### src/hdl/afrx16_pkg.sv
// Shared types and constants for the 16-bit address receive frame parser.
`timescale 1ns / 1ps
`default_nettype none

package afrx16_pkg;

    localparam logic [7:0]  START_BYTE = 8'h7E;
    localparam logic [7:0]  RX16_TYPE  = 8'h81;
    localparam logic [15:0] HDR_BYTES  = 16'd5;
    localparam logic [7:0]  CSUM_BASE  = 8'hFF;

    // Payload lengths and counters never exceed 255 bytes.
    localparam int LEN_W = 8;

    typedef enum logic [3:0] {
        ST_HUNT   = 4'd0,
        ST_LEN_HI = 4'd1,
        ST_LEN_LO = 4'd2,
        ST_TYPE   = 4'd3,
        ST_SRC_HI = 4'd4,
        ST_SRC_LO = 4'd5,
        ST_RSSI   = 4'd6,
        ST_OPT    = 4'd7,
        ST_DATA   = 4'd8,
        ST_CSUM   = 4'd9
    } t_parse_state;

    // Handed from the parser to the read-out sequencer on a verified checksum.
    typedef struct packed {
        logic             go;
        logic [15:0]      src;
        logic [LEN_W-1:0] len;
    } t_frame_info;

    // Read-out status seen by the parser.
    typedef struct packed {
        logic busy;     // reads still to issue or in flight
        logic holding;  // output register holds a result
    } t_rd_status;

endpackage

`default_nettype wire

### src/hdl/afrx16_pay_mem.sv
// Payload store: one write port, one read port with registered read data.
`timescale 1ns / 1ps
`default_nettype none

module afrx16_pay_mem #(
    parameter int DEPTH = 64,
    parameter int AW    = 6
) (
    input  wire logic          i_clk,
    input  wire logic          i_wr_en,
    input  wire logic [AW-1:0] i_wr_addr,
    input  wire logic [7:0]    i_wr_data,
    input  wire logic          i_rd_en,
    input  wire logic [AW-1:0] i_rd_addr,
    output logic      [7:0]    o_rd_data
);

    logic [7:0] r_mem [DEPTH];
    logic [7:0] r_rd_data;

    always_ff @(posedge i_clk) begin
        if (i_wr_en) begin
            r_mem[i_wr_addr] <= i_wr_data;
        end
    end

    always_ff @(posedge i_clk) begin
        if (i_rd_en) begin
            r_rd_data <= r_mem[i_rd_addr];
        end
    end

    assign o_rd_data = r_rd_data;

endmodule

`default_nettype wire

### src/hdl/afrx16_parser.sv
// Byte-level frame parser: header decode, running sum, payload writes, checksum check.
`timescale 1ns / 1ps
`default_nettype none

module afrx16_parser
    import afrx16_pkg::*;
#(
    parameter int MAX_PAYLOAD = 64,
    parameter int AW          = 6
) (
    input  wire logic          i_clk,
    input  wire logic          i_rst_n,
    input  wire logic          i_valid,
    output logic               o_ready,
    input  wire logic [7:0]    i_byte,
    input  wire t_rd_status    i_status,
    output logic               o_wr_en,
    output logic [AW-1:0]      o_wr_addr,
    output logic [7:0]         o_wr_data,
    output t_frame_info        o_frame
);

    t_parse_state     r_state, n_state;
    logic [15:0]      r_len;
    logic [15:0]      r_sender;
    logic [7:0]       r_sum;
    logic [LEN_W-1:0] r_cnt;

    logic             accept;
    logic             len_ok;
    logic [LEN_W-1:0] cnt_inc;
    logic             csum_ok;

    assign accept  = i_valid && o_ready;
    assign len_ok  = (r_len >= HDR_BYTES) &&
                     ({1'b0, r_len} <= 17'(MAX_PAYLOAD + 5));
    assign cnt_inc = r_cnt + LEN_W'(1);
    assign csum_ok = (i_byte == (CSUM_BASE - r_sum));

    // Next state.
    always_comb begin
        n_state = r_state;
        if (accept) begin
            unique case (r_state)
                ST_HUNT:   n_state = (i_byte == START_BYTE) ? ST_LEN_HI : ST_HUNT;
                ST_LEN_HI: n_state = ST_LEN_LO;
                ST_LEN_LO: n_state = ST_TYPE;
                ST_TYPE:   n_state = (i_byte == RX16_TYPE && len_ok) ? ST_SRC_HI : ST_HUNT;
                ST_SRC_HI: n_state = ST_SRC_LO;
                ST_SRC_LO: n_state = ST_RSSI;
                ST_RSSI:   n_state = ST_OPT;
                ST_OPT:    n_state = (r_len == 16'd0) ? ST_CSUM : ST_DATA;
                ST_DATA:   n_state = ({8'd0, cnt_inc} >= r_len) ? ST_CSUM : ST_DATA;
                ST_CSUM:   n_state = ST_HUNT;
                default:   n_state = ST_HUNT;
            endcase
        end
    end

    // Outputs.
    always_comb begin
        // A checksum byte is held back until the previous frame's last result is taken.
        o_ready   = !i_status.busy && !(r_state == ST_CSUM && i_status.holding);
        o_wr_en   = accept && (r_state == ST_DATA);
        o_wr_addr = r_cnt[AW-1:0];
        o_wr_data = i_byte;
        o_frame.go  = accept && (r_state == ST_CSUM) && csum_ok;
        o_frame.src = r_sender;
        o_frame.len = r_len[LEN_W-1:0];
    end

    always_ff @(posedge i_clk) begin
        if (!i_rst_n) begin
            r_state <= ST_HUNT;
        end else begin
            r_state <= n_state;
        end
    end

    always_ff @(posedge i_clk) begin
        if (!i_rst_n) begin
            r_len    <= '0;
            r_sender <= '0;
            r_sum    <= '0;
            r_cnt    <= '0;
        end else if (accept) begin
            unique case (r_state)
                ST_HUNT: begin
                    if (i_byte == START_BYTE) begin
                        r_sum <= '0;
                        r_cnt <= '0;
                    end
                end
                ST_LEN_HI: r_len <= {i_byte, 8'd0};
                ST_LEN_LO: r_len <= {r_len[15:8], i_byte};
                ST_TYPE: begin
                    r_sum <= r_sum + i_byte;
                    if (i_byte == RX16_TYPE && len_ok) begin
                        r_len <= r_len - HDR_BYTES;
                    end
                end
                ST_SRC_HI: begin
                    r_sender <= {i_byte, 8'd0};
                    r_sum    <= r_sum + i_byte;
                end
                ST_SRC_LO: begin
                    r_sender <= {r_sender[15:8], i_byte};
                    r_sum    <= r_sum + i_byte;
                end
                ST_RSSI: r_sum <= r_sum + i_byte;
                ST_OPT: begin
                    r_sum <= r_sum + i_byte;
                    r_cnt <= '0;
                end
                ST_DATA: begin
                    r_sum <= r_sum + i_byte;
                    r_cnt <= ({8'd0, cnt_inc} >= r_len) ? '0 : cnt_inc;
                end
                default: ;
            endcase
        end
    end

endmodule

`default_nettype wire

### src/hdl/afrx16_readout.sv
// Read-out sequencer: walks the payload store and drives the result register.
`timescale 1ns / 1ps
`default_nettype none

module afrx16_readout
    import afrx16_pkg::*;
#(
    parameter int AW = 6
) (
    input  wire logic          i_clk,
    input  wire logic          i_rst_n,
    input  wire t_frame_info   i_frame,
    output t_rd_status         o_status,
    output logic               o_rd_en,
    output logic [AW-1:0]      o_rd_addr,
    input  wire logic [7:0]    i_rd_data,
    output logic               o_valid,
    input  wire logic          i_ready,
    output logic [7:0]         o_byte,
    output logic [15:0]        o_src,
    output logic [6:0]         o_len,
    output logic               o_last
);

    logic             r_active;
    logic             r_rd_pend;
    logic             r_last_pend;
    logic [LEN_W-1:0] r_idx;
    logic [LEN_W-1:0] r_len;
    logic [15:0]      r_src;

    logic             r_out_valid;
    logic [7:0]       r_out_byte;
    logic [15:0]      r_out_src;
    logic [6:0]       r_out_len;
    logic             r_out_last;

    logic             issue;
    logic [LEN_W-1:0] idx_inc;

    // One read in flight at a time; the output register is free when its data lands.
    assign issue   = r_active && !r_rd_pend && (!r_out_valid || i_ready);
    assign idx_inc = r_idx + LEN_W'(1);

    assign o_rd_en   = issue;
    assign o_rd_addr = r_idx[AW-1:0];

    assign o_status.busy    = r_active || r_rd_pend;
    assign o_status.holding = r_out_valid;

    always_ff @(posedge i_clk) begin
        if (!i_rst_n) begin
            r_active    <= 1'b0;
            r_rd_pend   <= 1'b0;
            r_last_pend <= 1'b0;
            r_idx       <= '0;
        end else begin
            r_rd_pend <= issue;
            if (i_frame.go && i_frame.len != '0) begin
                r_active <= 1'b1;
                r_idx    <= '0;
            end else if (issue) begin
                r_idx       <= idx_inc;
                r_last_pend <= (idx_inc == r_len);
                if (idx_inc == r_len) begin
                    r_active <= 1'b0;
                end
            end
        end
    end

    always_ff @(posedge i_clk) begin
        if (i_frame.go) begin
            r_len <= i_frame.len;
            r_src <= i_frame.src;
        end
    end

    always_ff @(posedge i_clk) begin
        if (!i_rst_n) begin
            r_out_valid <= 1'b0;
        end else if (i_frame.go && i_frame.len == '0) begin
            r_out_valid <= 1'b1;
        end else if (r_rd_pend) begin
            r_out_valid <= 1'b1;
        end else if (r_out_valid && i_ready) begin
            r_out_valid <= 1'b0;
        end
    end

    // An empty frame gives a single zero result marked last.
    always_ff @(posedge i_clk) begin
        if (i_frame.go && i_frame.len == '0) begin
            r_out_byte <= '0;
            r_out_src  <= i_frame.src;
            r_out_len  <= '0;
            r_out_last <= 1'b1;
        end else if (r_rd_pend) begin
            r_out_byte <= i_rd_data;
            r_out_src  <= r_src;
            r_out_len  <= r_len[6:0];
            r_out_last <= r_last_pend;
        end
    end

    assign o_valid = r_out_valid;
    assign o_byte  = r_out_byte;
    assign o_src   = r_out_src;
    assign o_len   = r_out_len;
    assign o_last  = r_out_last;

endmodule

`default_nettype wire

### src/hdl/api_frame_rx16_parser_unit.sv
// Top level of the 16-bit address receive frame parser.
// Header and payload bytes are taken one per cycle unless input is held off; the running
// sum and payload writes happen in the cycle a byte is taken. A verified frame's first
// result goes from the checksum transfer through the active flag, the store read and the
// read-pending flag to the output; an empty payload's result is loaded there directly.
// Each read waits for the one before; input is held off while the store is read out.
// Synchronous active-low reset returns the parser to hunting and empties the output;
// the payload store is not cleared and needs no clearing pass.
`timescale 1ns / 1ps
`default_nettype none

module api_frame_rx16_parser_unit
    import afrx16_pkg::*;
#(
    parameter int MAX_PAYLOAD = 64
) (
    input  wire logic        i_clk,
    input  wire logic        i_rst_n,
    input  wire logic        i_s_axis_tvalid,
    output logic             o_s_axis_tready,
    input  wire logic [7:0]  i_s_axis_tdata,   // [7:0] rx_byte
    output logic             o_m_axis_tvalid,
    input  wire logic        i_m_axis_tready,
    output logic [31:0]      o_m_axis_tdata,   // [7:0] payload_byte, [23:8] source_address,
                                               // [30:24] payload_length, [31] zero
    output logic             o_m_axis_tlast
);

    localparam int AW = (MAX_PAYLOAD > 1) ? $clog2(MAX_PAYLOAD) : 1;

    t_frame_info   frame;
    t_rd_status    status;
    logic          wr_en;
    logic [AW-1:0] wr_addr;
    logic [7:0]    wr_data;
    logic          rd_en;
    logic [AW-1:0] rd_addr;
    logic [7:0]    rd_data;
    logic [7:0]    out_byte;
    logic [15:0]   out_src;
    logic [6:0]    out_len;

    afrx16_parser #(
        .MAX_PAYLOAD (MAX_PAYLOAD),
        .AW          (AW)
    ) u_parser (
        .i_clk     (i_clk),
        .i_rst_n   (i_rst_n),
        .i_valid   (i_s_axis_tvalid),
        .o_ready   (o_s_axis_tready),
        .i_byte    (i_s_axis_tdata),
        .i_status  (status),
        .o_wr_en   (wr_en),
        .o_wr_addr (wr_addr),
        .o_wr_data (wr_data),
        .o_frame   (frame)
    );

    // Writes and reads never overlap: input is held off during read-out.
    afrx16_pay_mem #(
        .DEPTH (MAX_PAYLOAD),
        .AW    (AW)
    ) u_mem (
        .i_clk     (i_clk),
        .i_wr_en   (wr_en),
        .i_wr_addr (wr_addr),
        .i_wr_data (wr_data),
        .i_rd_en   (rd_en),
        .i_rd_addr (rd_addr),
        .o_rd_data (rd_data)
    );

    afrx16_readout #(
        .AW (AW)
    ) u_readout (
        .i_clk     (i_clk),
        .i_rst_n   (i_rst_n),
        .i_frame   (frame),
        .o_status  (status),
        .o_rd_en   (rd_en),
        .o_rd_addr (rd_addr),
        .i_rd_data (rd_data),
        .o_valid   (o_m_axis_tvalid),
        .i_ready   (i_m_axis_tready),
        .o_byte    (out_byte),
        .o_src     (out_src),
        .o_len     (out_len),
        .o_last    (o_m_axis_tlast)
    );

    assign o_m_axis_tdata = {1'b0, out_len, out_src, out_byte};

endmodule

`default_nettype wire

### config.mk
export PLATFORM = sky130hd
export DESIGN_NAME = api_frame_rx16_parser_unit
export DESIGN_NICKNAME = d
export VERILOG_FILES = /design/src/hdl/afrx16_pkg.sv /design/src/hdl/afrx16_pay_mem.sv /design/src/hdl/afrx16_parser.sv /design/src/hdl/afrx16_readout.sv /design/src/hdl/api_frame_rx16_parser_unit.sv
export SDC_FILE = /design/constraint.sdc
export NUM_CORES = 1
export LEC_CHECK = 0
export ABC_CLOCK_PERIOD_IN_PS = 5890
export BUFFER_PORTS_ARGS = -buffer_cell sky130_fd_sc_hd__buf_2
export CORE_MARGIN = 1.5
export CORE_UTILIZATION = 45
export DETAILED_ROUTE_END_ITERATION = 6
export PLACE_DENSITY_LB_ADDON = 0.08
export SLEW_MARGIN = 10
export SYNTH_ARGS = -nofsm -noshare
export SYNTH_HDL_FRONTEND = slang
export SYNTH_SLANG_ARGS = --single-unit
export TNS_END_PERCENT = 1
### constraint.sdc
create_clock -name i_clk -period 5.89 [get_ports i_clk]
set_input_delay 0.2945 -clock i_clk [delete_from_list [all_inputs] [get_ports i_clk]]
set_output_delay 0.2945 -clock i_clk [all_outputs]
set_load 0.01 [all_outputs]
==> results.md <==
* Synth top area share at 64.7%
* Ys Warns at 0
* Sequential Power Share at between 50% and 60%
* P&R area growth vs syn at 12.2%
* CTS tree: built
* Worst-case reg-to-reg path depth at 5
* Post-synthesis net count at between 1500 and 2000
* Maximum VDD drop at 0.000211 V
* CP arrival at just over 4 ns
* Post-CTS setup buffer count at 0
* #FFs+latches synth at 640
* P_int at roughly 7400 uW
* Wirelength per Cell at 25.9 um
* Hold path start: i_m_axis_tready
* Post_cts resized at 0
* Syn Inst Count at 1501
* Final nets at ~1600
* Startpoint types: flop
* Reg2reg end: u_mem.r_mem[44][4]
* Total gr overflow at 0
* Number of port buffers at between 40 and 50
* Crit Path Class: reg -> reg
* NetSw at roughly 1800 uW
* # IOs at 47
* RSZ-0062 raised after global routing: no
* N_diodes at 0
* Req. time, crit path at around 6.1 ns
* Post-synth top cells: edfxtp_1 (560), mux4_2 (128), nor2_1 (118), mux2i_1 (87), dfxtp_1 (80)
* Multi-input logic area at about 7000 um^2
* Final Critical Period at just under 4 ns
* Initial Util at between 40 and 50%
* CTS max path bufs at 3
* Mapped cell area at 26000 um^2
* TritonCTS buffer count at a little under 70
* Async SR Flop Fraction at 0%
* Register-to-Register Setup Slack at 1.96 ns
* Via count at 13500
* HP Class: in -> reg
* Register area at between 15000 and 20000 um^2
* Post-Route WL at 61100 um
* Gr usage total at a little over a fifth
* RD Place Congestion at about 0.80
* Layout Cells excl Fill at 2360
* Synth top area cells: edfxtp_1 (65%), mux4_2 (11%), dfxtp_1 (6.2%)
* First-pass GRT wire length at around 90000 um
* Routed Antenna Nets at 0
* Hold worst-path end: u_readout.o_valid
* Crit Path Max Fanout at 46
* Cell Area, Placed at between 20000 and 30000 um^2
* Leakage Power at approximately 0.009 uW
* FP Rows at 87
* Power share of the clock group at roughly 45%
* Count of different cell masters after synthesis at 73
* Finished layout cell area at just under 30000 um^2
* TNS Setup at 0 ns
* Clock-pin slew on the worst setup and hold paths at 0.06 ns
* Initial antenna violation count at 1
* Max-slew violations at 0
* DRC at 0
* Share of layout cells above drive strength 1 at 20.8%
* Max H-tree Level at 3
* Die height at between 200 and 250 um
* Switch share at roughly 20%
* Vias per std cell at approximately 5.7
* Inst Count DP at approximately 2200
* Root Driver: clkbuf_16
* CTS sink cnt at 640
* Comb power frac at under 10%
* Most frequent cell after synthesis: edfxtp_1
* Filler cells at 4625
* Outcome: completed
* Critical Path End Type: flop
* CORE AREA at 56700 um^2
* EDFF count, synth at 560
* Die area at roughly 59000 um^2
* Starting DRT DRC Count at 1224
* HPWL after DPL at between 30000 and 40000 um
* Ys flop type: edfxtp_1
* Clk_lat worst skew at 0.59 ns
* Critical R2R Launch: u_parser.r_state[0]
* Leading area contributor after synthesis: edfxtp_1
* Die X at ~240 um
* Post-synthesis area per instance at about 17 um^2
* Drt pass-1 iters at 6
* Hold Buf Count CTS at 0
* Largest net degree at the start of global routing at approximately 80
* Final Cycle Share at about two thirds
* Vias in the first global route at around 14000
* Fmax at ~0.25 GHz
* Worst slew pin tran at between 1 and 1.5 ns
* Max-cap violations at 0
* Pwr per Cell Area at between 300 and 400 nW/um^2
* Post-synthesis sequential area ratio at 70.8%
* Final setup fails at 0
* Relative slew slack at about 18%
* Final count of hold timing violations at 0
* Worst Hold Depth at 3
* Fin Clk Skew at between 0.02 and 0.025 ns
[power groups by stage]
stage	sequential, uW	clock [uW]	combinational (uW)
after floorplan	5020	0	24.9
after global placement	5010	0	122
after detailed placement	5010	0	123
after CTS	4920	4280	123
after global routing	4920	4460	130
final	4920	4190	119
[worst max-delay path by stage]
| stage | startpoint | to | slack, ns |
|---|---|---|---|
| 2_1_floorplan | u_parser.r_cnt[2] | u_parser.r_state[0] | 3.36 |
| 3_3_place_gp | u_parser.r_state[0] | u_mem.r_mem[60][3] | 2.14 |
| 3_5_place_dp | u_parser.r_state[0] | u_mem.r_mem[4][2] | 1.94 |
| 4_1_cts | u_parser.r_state[0] | u_mem.r_mem[60][3] | 1.95 |
| 5_1_grt | u_parser.r_state[0] | u_mem.r_mem[12][3] | 1.78 |
| 6_report | u_parser.r_state[0] | u_mem.r_mem[44][4] | 1.96 |
[cells in the final DEF (no fill, tap or decap), drive strengths merged, types with 7 or more instances in the layout]
cell type  count
clkinv        28
dfxtp         80
ha            20
a21oi         45
nand3         41
inv           20
mux4         128
nor2         119
nor2b         12
xnor2         18
a22oi         35
and3           7
bufinv         7
edfxtp       560
nand2         57
mux2i         87
mux2          16
buf           68
nand4         13
clkbuf        80
nor3          15
and4          12
o21ai         30
xor2          14
[sequential cells by signal, summed over array words and instances, names as in the netlist, 16 cells and up]
signal / count
u_readout.r_src: 16
u_parser.r_sender: 16
u_parser.r_len: 16
u_mem.r_mem: 512
u_readout.o_src: 16
[routing by layer]
| layer | global-route usage, % | wire length, um | up-vias |
|---|---|---|---|
| met4 | 5.06 | 1110 | 2 |
| met3 | 4.40 | 3400 | 78 |
| met1 | 30.7 | 28400 | 6969 |
| li1 | - | - | 6080 |
| met2 | 31.9 | 28200 | 354 |
| met5 | 0 | 10 | - |
[kinds of logic (layout without fill, tap and decap cells)]
logic type | after synthesis | after routing | share of synthesized area [%]
AO/OA/AOI/OAI | 160 | 160 | 4.24
XOR/XNOR | 32 | 32 | 1.08
adder cells (fa/ha/maj) | 21 | 21 | 1.04
buffers and inverters | 103 | 206 | 1.71
flip-flops | 640 | 640 | 70.8
multiplexers | 231 | 231 | 15.1
other | 1 | 1 | 0.0144
AND/OR/NAND/NOR | 313 | 313 | 5.98
[per-stage QoR]
stage / total power [uW] / setup slack (ns) / util [%] / hold WS [ns]
floorplan: 5040 / 3.36 / - / 0.393
global placement: 5140 / 2.14 / 47.6 / 0.428
detailed placement: 5140 / 1.94 / 47.6 / 0.436
CTS: 9320 / 1.95 / 51.5 / 0.0490
global route: 9500 / 1.78 / 51.5 / 0.0592
finish: 9230 / 1.96 / 51.5 / 0.0721
[final cells by class]
| cell class | instances | share of cell area [%] |
|---|---|---|
| Clock buffer | 80 | 6.13 |
| Tap cell | 756 | 3.24 |
| Multi-Input combinational cell | 758 | 24.5 |
| Sequential cell | 640 | 63.1 |
| Clock inverter | 41 | 1.31 |
| Timing Repair Buffer | 68 | 1.45 |
| Inverter | 17 | 0.219 |
[critical path, stage by stage, from the launching register on]
cell and delay, ns:
dfxtp_1 0.30, buf_4 0.27, or4b_1 0.69, nor2_1 0.75, nand3_1 0.77, nor2_1 0.77
(Power assumes the default switching activity.)
